==> src/hw/rtl/lru_block_cache_lookup_core_defines.svh <==
// Assertion macros for the cache lookup datapath RTL
`ifndef LRU_BLOCK_CACHE_LOOKUP_CORE_DEFINES_SVH
`define LRU_BLOCK_CACHE_LOOKUP_CORE_DEFINES_SVH

`ifndef SYNTHESIS

// same-cycle implication
`define LBC_ASSERT_NOW(label, clk, rst_n, ante, cons) \
	label: assert property (@(posedge clk) disable iff (!rst_n) (ante) |-> (cons)) \
		else $error("lbc assertion failed");

// next-cycle implication
`define LBC_ASSERT_NEXT(label, clk, rst_n, ante, cons) \
	label: assert property (@(posedge clk) disable iff (!rst_n) (ante) |=> (cons)) \
		else $error("lbc assertion failed");

`else

`define LBC_ASSERT_NOW(label, clk, rst_n, ante, cons)
`define LBC_ASSERT_NEXT(label, clk, rst_n, ante, cons)

`endif

`endif

==> src/hw/rtl/lbc_pkg.sv <==
package lbc_pkg;

	// directory geometry
	localparam int ENTRIES = 32;
	localparam int IDX_W   = $clog2(ENTRIES);

	// field widths
	localparam int SRC_W   = 6;
	localparam int BLK_W   = 24;
	localparam int TAG_W   = SRC_W + BLK_W;
	localparam int STAMP_W = 32;
	localparam int SLOT_W  = 5;
	localparam int CFG_W   = 6;

	localparam logic [CFG_W-1:0] CFG_RESET = CFG_W'(32);

	typedef struct packed {
		logic [SRC_W-1:0] source_id;
		logic [BLK_W-1:0] block_number;
	} req_t;

	typedef struct packed {
		logic              hit;
		logic [SLOT_W-1:0] slot;
		logic              replaced_valid;
	} rsp_t;

	// controller -> datapath
	typedef struct packed {
		logic load;    // capture request, bump stamp, start scan
		logic issue;   // read entry at scan pointer
		logic commit;  // update directory, load response
	} cmd_t;

	// datapath -> controller
	typedef struct packed {
		logic last_issue;  // scan pointer at last slot in use
		logic hit_seen;    // a matching entry was found
	} sts_t;

endpackage

==> src/hw/rtl/lbc_ctrl.sv <==
module lbc_ctrl (
	input  logic          clk,
	input  logic          arst_n,
	input  logic          req_valid,
	output logic          req_stall,
	output logic          rsp_valid,
	input  logic          rsp_stall,
	output lbc_pkg::cmd_t cmd,
	input  lbc_pkg::sts_t sts
);

	localparam logic [1:0] ST_IDLE   = 2'd0;
	localparam logic [1:0] ST_SCAN   = 2'd1;
	localparam logic [1:0] ST_WAIT   = 2'd2;
	localparam logic [1:0] ST_COMMIT = 2'd3;

	logic [1:0] state_q;
	logic [1:0] state_d;
	logic       rsp_valid_q;
	logic       rsp_busy;

	// response register still held by the sink
	assign rsp_busy  = rsp_valid_q & rsp_stall;
	assign rsp_valid = rsp_valid_q;
	assign req_stall = (state_q != ST_IDLE);

	// sequencer
	always_comb begin
		state_d    = state_q;
		cmd        = '0;
		unique case (state_q)
			ST_IDLE: begin
				if (req_valid) begin
					cmd.load = 1'b1;
					state_d  = ST_SCAN;
				end
			end
			ST_SCAN: begin
				cmd.issue = 1'b1;
				if (sts.last_issue || sts.hit_seen) begin
					state_d = ST_WAIT;
				end
			end
			ST_WAIT: begin
				state_d = ST_COMMIT;
			end
			ST_COMMIT: begin
				if (!rsp_busy) begin
					cmd.commit = 1'b1;
					state_d    = ST_IDLE;
				end
			end
			default: begin
				state_d = ST_IDLE;
			end
		endcase
	end

	always_ff @(posedge clk or negedge arst_n) begin
		if (!arst_n) begin
			state_q <= ST_IDLE;
		end else begin
			state_q <= state_d;
		end
	end

	// response valid: set on commit, cleared on transfer
	always_ff @(posedge clk or negedge arst_n) begin
		if (!arst_n) begin
			rsp_valid_q <= 1'b0;
		end else if (cmd.commit) begin
			rsp_valid_q <= 1'b1;
		end else if (rsp_valid_q && !rsp_stall) begin
			rsp_valid_q <= 1'b0;
		end
	end

endmodule

==> src/hw/rtl/lbc_dpath.sv <==
`include "lru_block_cache_lookup_core_defines.svh"

module lbc_dpath (
	input  logic                        clk,
	input  logic                        arst_n,
	input  logic                        cfg_we,
	input  logic [lbc_pkg::CFG_W-1:0]   cfg_wdata,
	input  lbc_pkg::req_t               req,
	output lbc_pkg::rsp_t               rsp,
	input  lbc_pkg::cmd_t               cmd,
	output lbc_pkg::sts_t               sts
);

	// slot-count register
	logic [lbc_pkg::CFG_W-1:0]   cfg_q;
	logic [lbc_pkg::IDX_W-1:0]   last_idx;

	// request and access stamp
	logic [lbc_pkg::TAG_W-1:0]   tag_q;
	logic [lbc_pkg::STAMP_W-1:0] stamp_q;

	// directory storage
	logic [lbc_pkg::TAG_W-1:0]   tag_mem   [lbc_pkg::ENTRIES];
	logic [lbc_pkg::STAMP_W-1:0] stamp_mem [lbc_pkg::ENTRIES];
	logic [lbc_pkg::ENTRIES-1:0] valid_q;

	// scan pointer and read stage
	logic [lbc_pkg::IDX_W-1:0]   rd_addr_q;
	logic                        rd_vld_s1;
	logic [lbc_pkg::IDX_W-1:0]   rd_idx_s1;
	logic [lbc_pkg::TAG_W-1:0]   tag_s1;
	logic [lbc_pkg::STAMP_W-1:0] stamp_s1;

	// scan results
	logic                        hit_q;
	logic [lbc_pkg::IDX_W-1:0]   hit_idx_q;
	logic                        inv_found_q;
	logic [lbc_pkg::IDX_W-1:0]   inv_idx_q;
	logic                        old_found_q;
	logic [lbc_pkg::IDX_W-1:0]   old_idx_q;
	logic [lbc_pkg::STAMP_W-1:0] old_stamp_q;

	logic                        ent_valid;
	logic                        ent_match;
	logic                        ent_older;
	logic [lbc_pkg::IDX_W-1:0]   victim_idx;

	// clamp slot count into 1..ENTRIES, as a last index
	always_comb begin
		if (cfg_q == '0) begin
			last_idx = '0;
		end else if (32'(cfg_q) > 32'(lbc_pkg::ENTRIES)) begin
			last_idx = lbc_pkg::IDX_W'(lbc_pkg::ENTRIES - 1);
		end else begin
			last_idx = lbc_pkg::IDX_W'(cfg_q - lbc_pkg::CFG_W'(1));
		end
	end

	always_ff @(posedge clk or negedge arst_n) begin
		if (!arst_n) begin
			cfg_q <= lbc_pkg::CFG_RESET;
		end else if (cfg_we) begin
			cfg_q <= cfg_wdata;
		end
	end

	// request capture and stamp advance
	always_ff @(posedge clk or negedge arst_n) begin
		if (!arst_n) begin
			stamp_q <= '0;
		end else if (cmd.load) begin
			stamp_q <= stamp_q + lbc_pkg::STAMP_W'(1);
		end
	end

	always_ff @(posedge clk) begin
		if (cmd.load) begin
			tag_q <= {req.source_id, req.block_number};
		end
	end

	// scan pointer
	always_ff @(posedge clk or negedge arst_n) begin
		if (!arst_n) begin
			rd_addr_q <= '0;
			rd_vld_s1 <= 1'b0;
		end else begin
			rd_vld_s1 <= cmd.issue;
			if (cmd.load) begin
				rd_addr_q <= '0;
			end else if (cmd.issue) begin
				rd_addr_q <= rd_addr_q + lbc_pkg::IDX_W'(1);
			end
		end
	end

	// entry compare on the registered read
	assign ent_valid = valid_q[rd_idx_s1];
	assign ent_match = ent_valid && (tag_s1 == tag_q);
	assign ent_older = $signed(stamp_s1) < $signed(old_stamp_q);

	// victim: hit slot, else first invalid, else oldest
	always_comb begin
		if (hit_q) begin
			victim_idx = hit_idx_q;
		end else if (inv_found_q) begin
			victim_idx = inv_idx_q;
		end else begin
			victim_idx = old_idx_q;
		end
	end

	// scan bookkeeping
	always_ff @(posedge clk or negedge arst_n) begin
		if (!arst_n) begin
			hit_q       <= 1'b0;
			inv_found_q <= 1'b0;
			old_found_q <= 1'b0;
		end else if (cmd.load) begin
			hit_q       <= 1'b0;
			inv_found_q <= 1'b0;
			old_found_q <= 1'b0;
		end else if (rd_vld_s1 && !hit_q) begin
			if (ent_match) begin
				hit_q <= 1'b1;
			end else if (!ent_valid) begin
				inv_found_q <= 1'b1;
			end else begin
				old_found_q <= 1'b1;
			end
		end
	end

	always_ff @(posedge clk) begin
		if (rd_vld_s1 && !hit_q) begin
			if (ent_match) begin
				hit_idx_q <= rd_idx_s1;
			end else if (!ent_valid) begin
				if (!inv_found_q) begin
					inv_idx_q <= rd_idx_s1;
				end
			end else if (!old_found_q || ent_older) begin
				old_idx_q   <= rd_idx_s1;
				old_stamp_q <= stamp_s1;
			end
		end
	end

	// directory memory: one read, one write port
	always_ff @(posedge clk) begin
		if (cmd.issue) begin
			tag_s1    <= tag_mem[rd_addr_q];
			stamp_s1  <= stamp_mem[rd_addr_q];
			rd_idx_s1 <= rd_addr_q;
		end
		if (cmd.commit) begin
			stamp_mem[victim_idx] <= stamp_q;
			if (!hit_q) begin
				tag_mem[victim_idx] <= tag_q;
			end
		end
	end

	always_ff @(posedge clk or negedge arst_n) begin
		if (!arst_n) begin
			valid_q <= '0;
		end else if (cmd.commit) begin
			valid_q[victim_idx] <= 1'b1;
		end
	end

	// response register
	always_ff @(posedge clk) begin
		if (cmd.commit) begin
			rsp.hit            <= hit_q;
			rsp.slot           <= lbc_pkg::SLOT_W'(victim_idx);
			rsp.replaced_valid <= !hit_q && !inv_found_q;
		end
	end

	assign sts.last_issue = (rd_addr_q == last_idx);
	assign sts.hit_seen   = hit_q;

	`LBC_ASSERT_NOW(a_hit_slot_valid, clk, arst_n, cmd.commit && hit_q, valid_q[hit_idx_q])
	`LBC_ASSERT_NEXT(a_victim_marked, clk, arst_n, cmd.commit, valid_q[$past(victim_idx)])
	`LBC_ASSERT_NEXT(a_stamp_step, clk, arst_n, cmd.load,
		stamp_q == $past(stamp_q) + lbc_pkg::STAMP_W'(1))
	`LBC_ASSERT_NOW(a_miss_has_victim, clk, arst_n, cmd.commit && !hit_q,
		inv_found_q || old_found_q)

endmodule

==> src/hw/rtl/lru_block_cache_lookup_core.sv <==
// Block cache directory lookup, fully associative, LRU by access stamp.
// The scan reads one entry per cycle over the slots in use, and a hit ends it early.
// A new request is taken only once the previous one has committed;
// a response stalled in its register holds back the commit of the next request.
// Reset (async, active low): all entries invalid, stamp zero, slots in use 32.
module lru_block_cache_lookup_core (
	input  logic                      clk,
	input  logic                      arst_n,
	input  logic                      cfg_we,
	input  logic [lbc_pkg::CFG_W-1:0] cfg_wdata,
	input  logic                      req_valid,
	output logic                      req_stall,
	input  lbc_pkg::req_t             req,
	output logic                      rsp_valid,
	input  logic                      rsp_stall,
	output lbc_pkg::rsp_t             rsp
);

	lbc_pkg::cmd_t cmd;
	lbc_pkg::sts_t sts;

	lbc_ctrl u_ctrl (
		.clk       (clk),
		.arst_n    (arst_n),
		.req_valid (req_valid),
		.req_stall (req_stall),
		.rsp_valid (rsp_valid),
		.rsp_stall (rsp_stall),
		.cmd       (cmd),
		.sts       (sts)
	);

	lbc_dpath u_dpath (
		.clk       (clk),
		.arst_n    (arst_n),
		.cfg_we    (cfg_we),
		.cfg_wdata (cfg_wdata),
		.req       (req),
		.rsp       (rsp),
		.cmd       (cmd),
		.sts       (sts)
	);

endmodule

==> config.mk <==
export PLATFORM = sky130hd
export DESIGN_NAME = lru_block_cache_lookup_core
export DESIGN_NICKNAME = d
export VERILOG_FILES = /design/src/hw/rtl/lbc_pkg.sv /design/src/hw/rtl/lbc_ctrl.sv /design/src/hw/rtl/lbc_dpath.sv /design/src/hw/rtl/lru_block_cache_lookup_core.sv
export VERILOG_INCLUDE_DIRS = /design/src /design/src/hw/rtl
export SDC_FILE = /design/constraint.sdc
export NUM_CORES = 2
export LEC_CHECK = 0
export ABC_CLOCK_PERIOD_IN_PS = 7000
export BUFFER_PORTS_ARGS = -buffer_cell sky130_fd_sc_hd__buf_2
export CORE_ASPECT_RATIO = 1.5
export CORE_MARGIN = 5
export CORE_UTILIZATION = 45
export CTS_CLUSTER_DIAMETER = 100
export DETAILED_ROUTE_END_ITERATION = 16
export HOLD_SLACK_MARGIN = 0.05
export PLACE_DENSITY = 0.58
export SYNTH_ARGS = -nofsm -noshare
export SYNTH_HDL_FRONTEND = slang
export SYNTH_HIERARCHICAL = 1
export SYNTH_SLANG_ARGS = --single-unit
export TNS_END_PERCENT = 100
==> constraint.sdc <==
create_clock -name clk -period 7 [get_ports clk]
set_clock_uncertainty 0.05 [all_clocks]
set_input_delay 1.4 -clock clk [delete_from_list [all_inputs] [get_ports clk]]
set_output_delay 1.4 -clock clk [all_outputs]
set_load 0.01 [all_outputs]
==> reports/metrics.yaml <==
run_status:
  status: "completed"
cts:
  cts_setup_buffers: 0
  clk_latency_ns: 0.86
  htree_levels: 4
  tritoncts: "yes"
  clock_sinks: 2217
  ctsResizeCount: 0
  numCtsBuffers: 209
  clk_pin_slew_ns: 0.07
  cts.path.max_buffers: 4
  root_buffer: "clkbuf_16"
  holdBufCountCts: 0
floorplanning:
  design.core.area_sq_um: 188000
  ioPinCount: 50
  rows: 195
  dieHeight_um: 542
  die_area_sq_um: 198000
  die_w_um: 365
  initial_utilization: 0.452
routing:
  routed_via_density: 5.83
  vias: 37100
  ant_nets: 0
  drc: 0
  drtIter0Drc: 3288
  firstDrtPassIters: 7
  finalWirelength_um: 200000
  drt-wirelength-per-cell_um: 31.5
finish:
  drive_above_1_share: 0.319
  areaGrowthSynthToFinish_pct: 12.4
  final_nets: 3820
grt:
  grt_start_max_net_pins: 124
  grtUsageTotal: 0.204
  grt_first_pass_wirelength_um: 287000
  grt_pass1_vias: 38200
  overflow: 0
  grt_antenna_before_repair: 5
placed_design:
  gp_congestion: 0.799
  dp_slack_ns: 2.34
  dp_hpwl_um: 125000
  numPortBuffers: 49
sta:
  max_freq_mhz: 238
  fin_crit_ns: 4.20
  slew_headroom: 0.155
  setup_slack_ns: 2.80
  rsz0062_at_grt: "no"
  hold_viol_final: 0
  timing.final.crit_share: 0.599
  setup_viol: 0
  setup_tns_ns: 0
  slew_viol_final: 0
  tightestPinTransition_ns: 1.26
yosys:
  synth-edff-count: 2135
  synthFlopType: "edfxtp_1"
  synth_common_cells: "edfxtp_1 (2,135), mux4_2 (620), nor2_1 (86)"
  async_reset_ff_frac: 0.0370
  synth_area_sq_um: 84900
  synth_top_area_share: 0.755
  synth_top_area_cell: "edfxtp_1"
  synthMostInstantiatedCell: "edfxtp_1"
  syn_avg_cell_area_sq_um: 23.9
  ys_seq_elements: 2217
  yosys_warnings: 6
  synth.top_cells.by_area: "edfxtp_1 (76%), mux4_2 (16%), dfrtp_1 (2.4%)"
  ys_types: 56
  synthCells: 3555
  synthesis.nets: 3636
  ys_seq_area_frac: 0.779
job:
  maxCapViolCount: 0
power:
  p_per_area_nw_per_um2: 371
  ir_drop_uv: 306
  p_leak_nw: 29.6
worst_hold_path:
  hp-class: "flip-flop to flip-flop"
critical_path:
  worstPathArrival_ns: 4.87
  worstSetupPathType: "flip-flop to flip-flop"
  worstPathMaxFanout: 83
  cp-end-kind: "flip-flop"
  start_kind: "flip-flop"
  cp_data_required_time_ns: 7.68
layout make-up:
class	count	area, sq um
multi-input cells	1132	18200
clock inverters	117	1150
well taps	2462	3080
flip-flops and latches	2217	66200
fillers	14700	92500
diodes	7	17.5
clock buffers	256	5550
inverters	47	176
repair buffers	132	1020
registers in the layout, indices dropped and copies added (netlist names), 2 cells and up:
name	count
u_dpath/rd_addr_q	5
u_dpath/rd_idx_s1	5
u_dpath/valid_q	32
u_dpath/stamp_s1	32
u_dpath/old_stamp_q	32
u_dpath/old_idx_q	5
u_dpath/cfg_q	6
u_dpath/stamp_q	32
u_dpath/tag_s1	30
u_dpath/hit_idx_q	5
u_ctrl/state_q	2
u_dpath/stamp_mem	1024
u_dpath/tag_q	30
u_dpath/rsp	7
u_dpath/inv_idx_q	5
u_dpath/tag_mem	960
critical path: stages, from the launching register on:
cell       delay [ns]
dfrtp_4          1.08
buf_12           0.59
o22ai_1          0.19
a311oi_1         0.32
o221ai_1         0.14
a2111oi_0        0.83
nand2b_4         0.30
o221ai_4         0.12
mux2_4           0.34
routing by layer:
metal / track usage / vias to the layer above / routed length (um)
met5: 0 / - / 8
met3: 0.0280 / 247 / 9910
met2: 0.362 / 1004 / 107000
met4: 0.0481 / 2 / 4640
li1: - / 15500 / -
met1: 0.268 / 20400 / 78500
layout by cell type (no fill, tap or decap), drive strengths merged, types with 40 or more instances in the layout:
cell type and instances:
edfxtp 2135, mux4 620, clkbuf 256, buf 132
nor2 86, clkinv 83, dfrtp 81, mux2 68
inv 53, nand2 46, ha 40
final timing paths:
check                                                       from                           endpoint  slack [ns]  cells after the start
worst max-delay path            u_dpath/rd_addr_q[0]$_DFFE_PN0P_      u_ctrl/state_q[1]$_DFFE_PN0P_        2.80                      8
worst min-delay path              u_dpath/stamp_s1[18]$_DFFE_PP_  u_dpath/old_stamp_q[18]$_DFFE_PP_        0.40                      0
worst max register to register  u_dpath/rd_addr_q[0]$_DFFE_PN0P_      u_ctrl/state_q[1]$_DFFE_PN0P_        2.80                      8
worst min register to register    u_dpath/stamp_s1[18]$_DFFE_PP_  u_dpath/old_stamp_q[18]$_DFFE_PP_        0.40                      0
max in group asynchronous                                 arst_n   u_dpath/rd_addr_q[0]$_DFFE_PN0P_        5.17                      2
min in group asynchronous                                 arst_n    u_dpath/stamp_q[23]$_DFFE_PN0P_        0.53                      1
cells by family (layout without fill, tap and decap cells):
logic type / count (synthesis) / after routing / synth area share
flip-flops: 2217 / 2217 / 0.779
multiplexers: 711 / 711 / 0.176
AND/OR/NAND/NOR: 252 / 252 / 0.0147
buffers and inverters: 206 / 552 / 0.0119
XOR/XNOR: 69 / 69 / 0.00712
AO/OA/AOI/OAI: 58 / 58 / 0.00445
adder cells (fa/ha/maj): 42 / 42 / 0.00613
other: 0 / 7 / 0
per-stage QoR:
stage | cell area [sq um] | utilization | instances | hold WS [ns] | total power [W]
after floorplan | 84900 | - | 3555 | 0.367 | 0.0216
after global placement | 88700 | 0.472 | 5990 | 0.383 | 0.0246
after detailed placement | 88700 | 0.472 | 5990 | 0.397 | 0.0247
after CTS | 95400 | 0.508 | 6363 | 0.403 | 0.0359
after global routing | 95400 | 0.508 | 6368 | 0.415 | 0.0368
final | 95400 | 0.508 | 6370 | 0.398 | 0.0354
power breakdown:
part	leakage, nW	internal (W)	switching (W)	total (W)
registers	20.4	0.0158	0.000626	0.0164
logic	5.92	0.00340	0.00442	0.00783
clock network	3.29	0.00640	0.00481	0.0112
total	29.6	0.0256	0.00986	0.0354
Power figures use the tool's default switching activity.
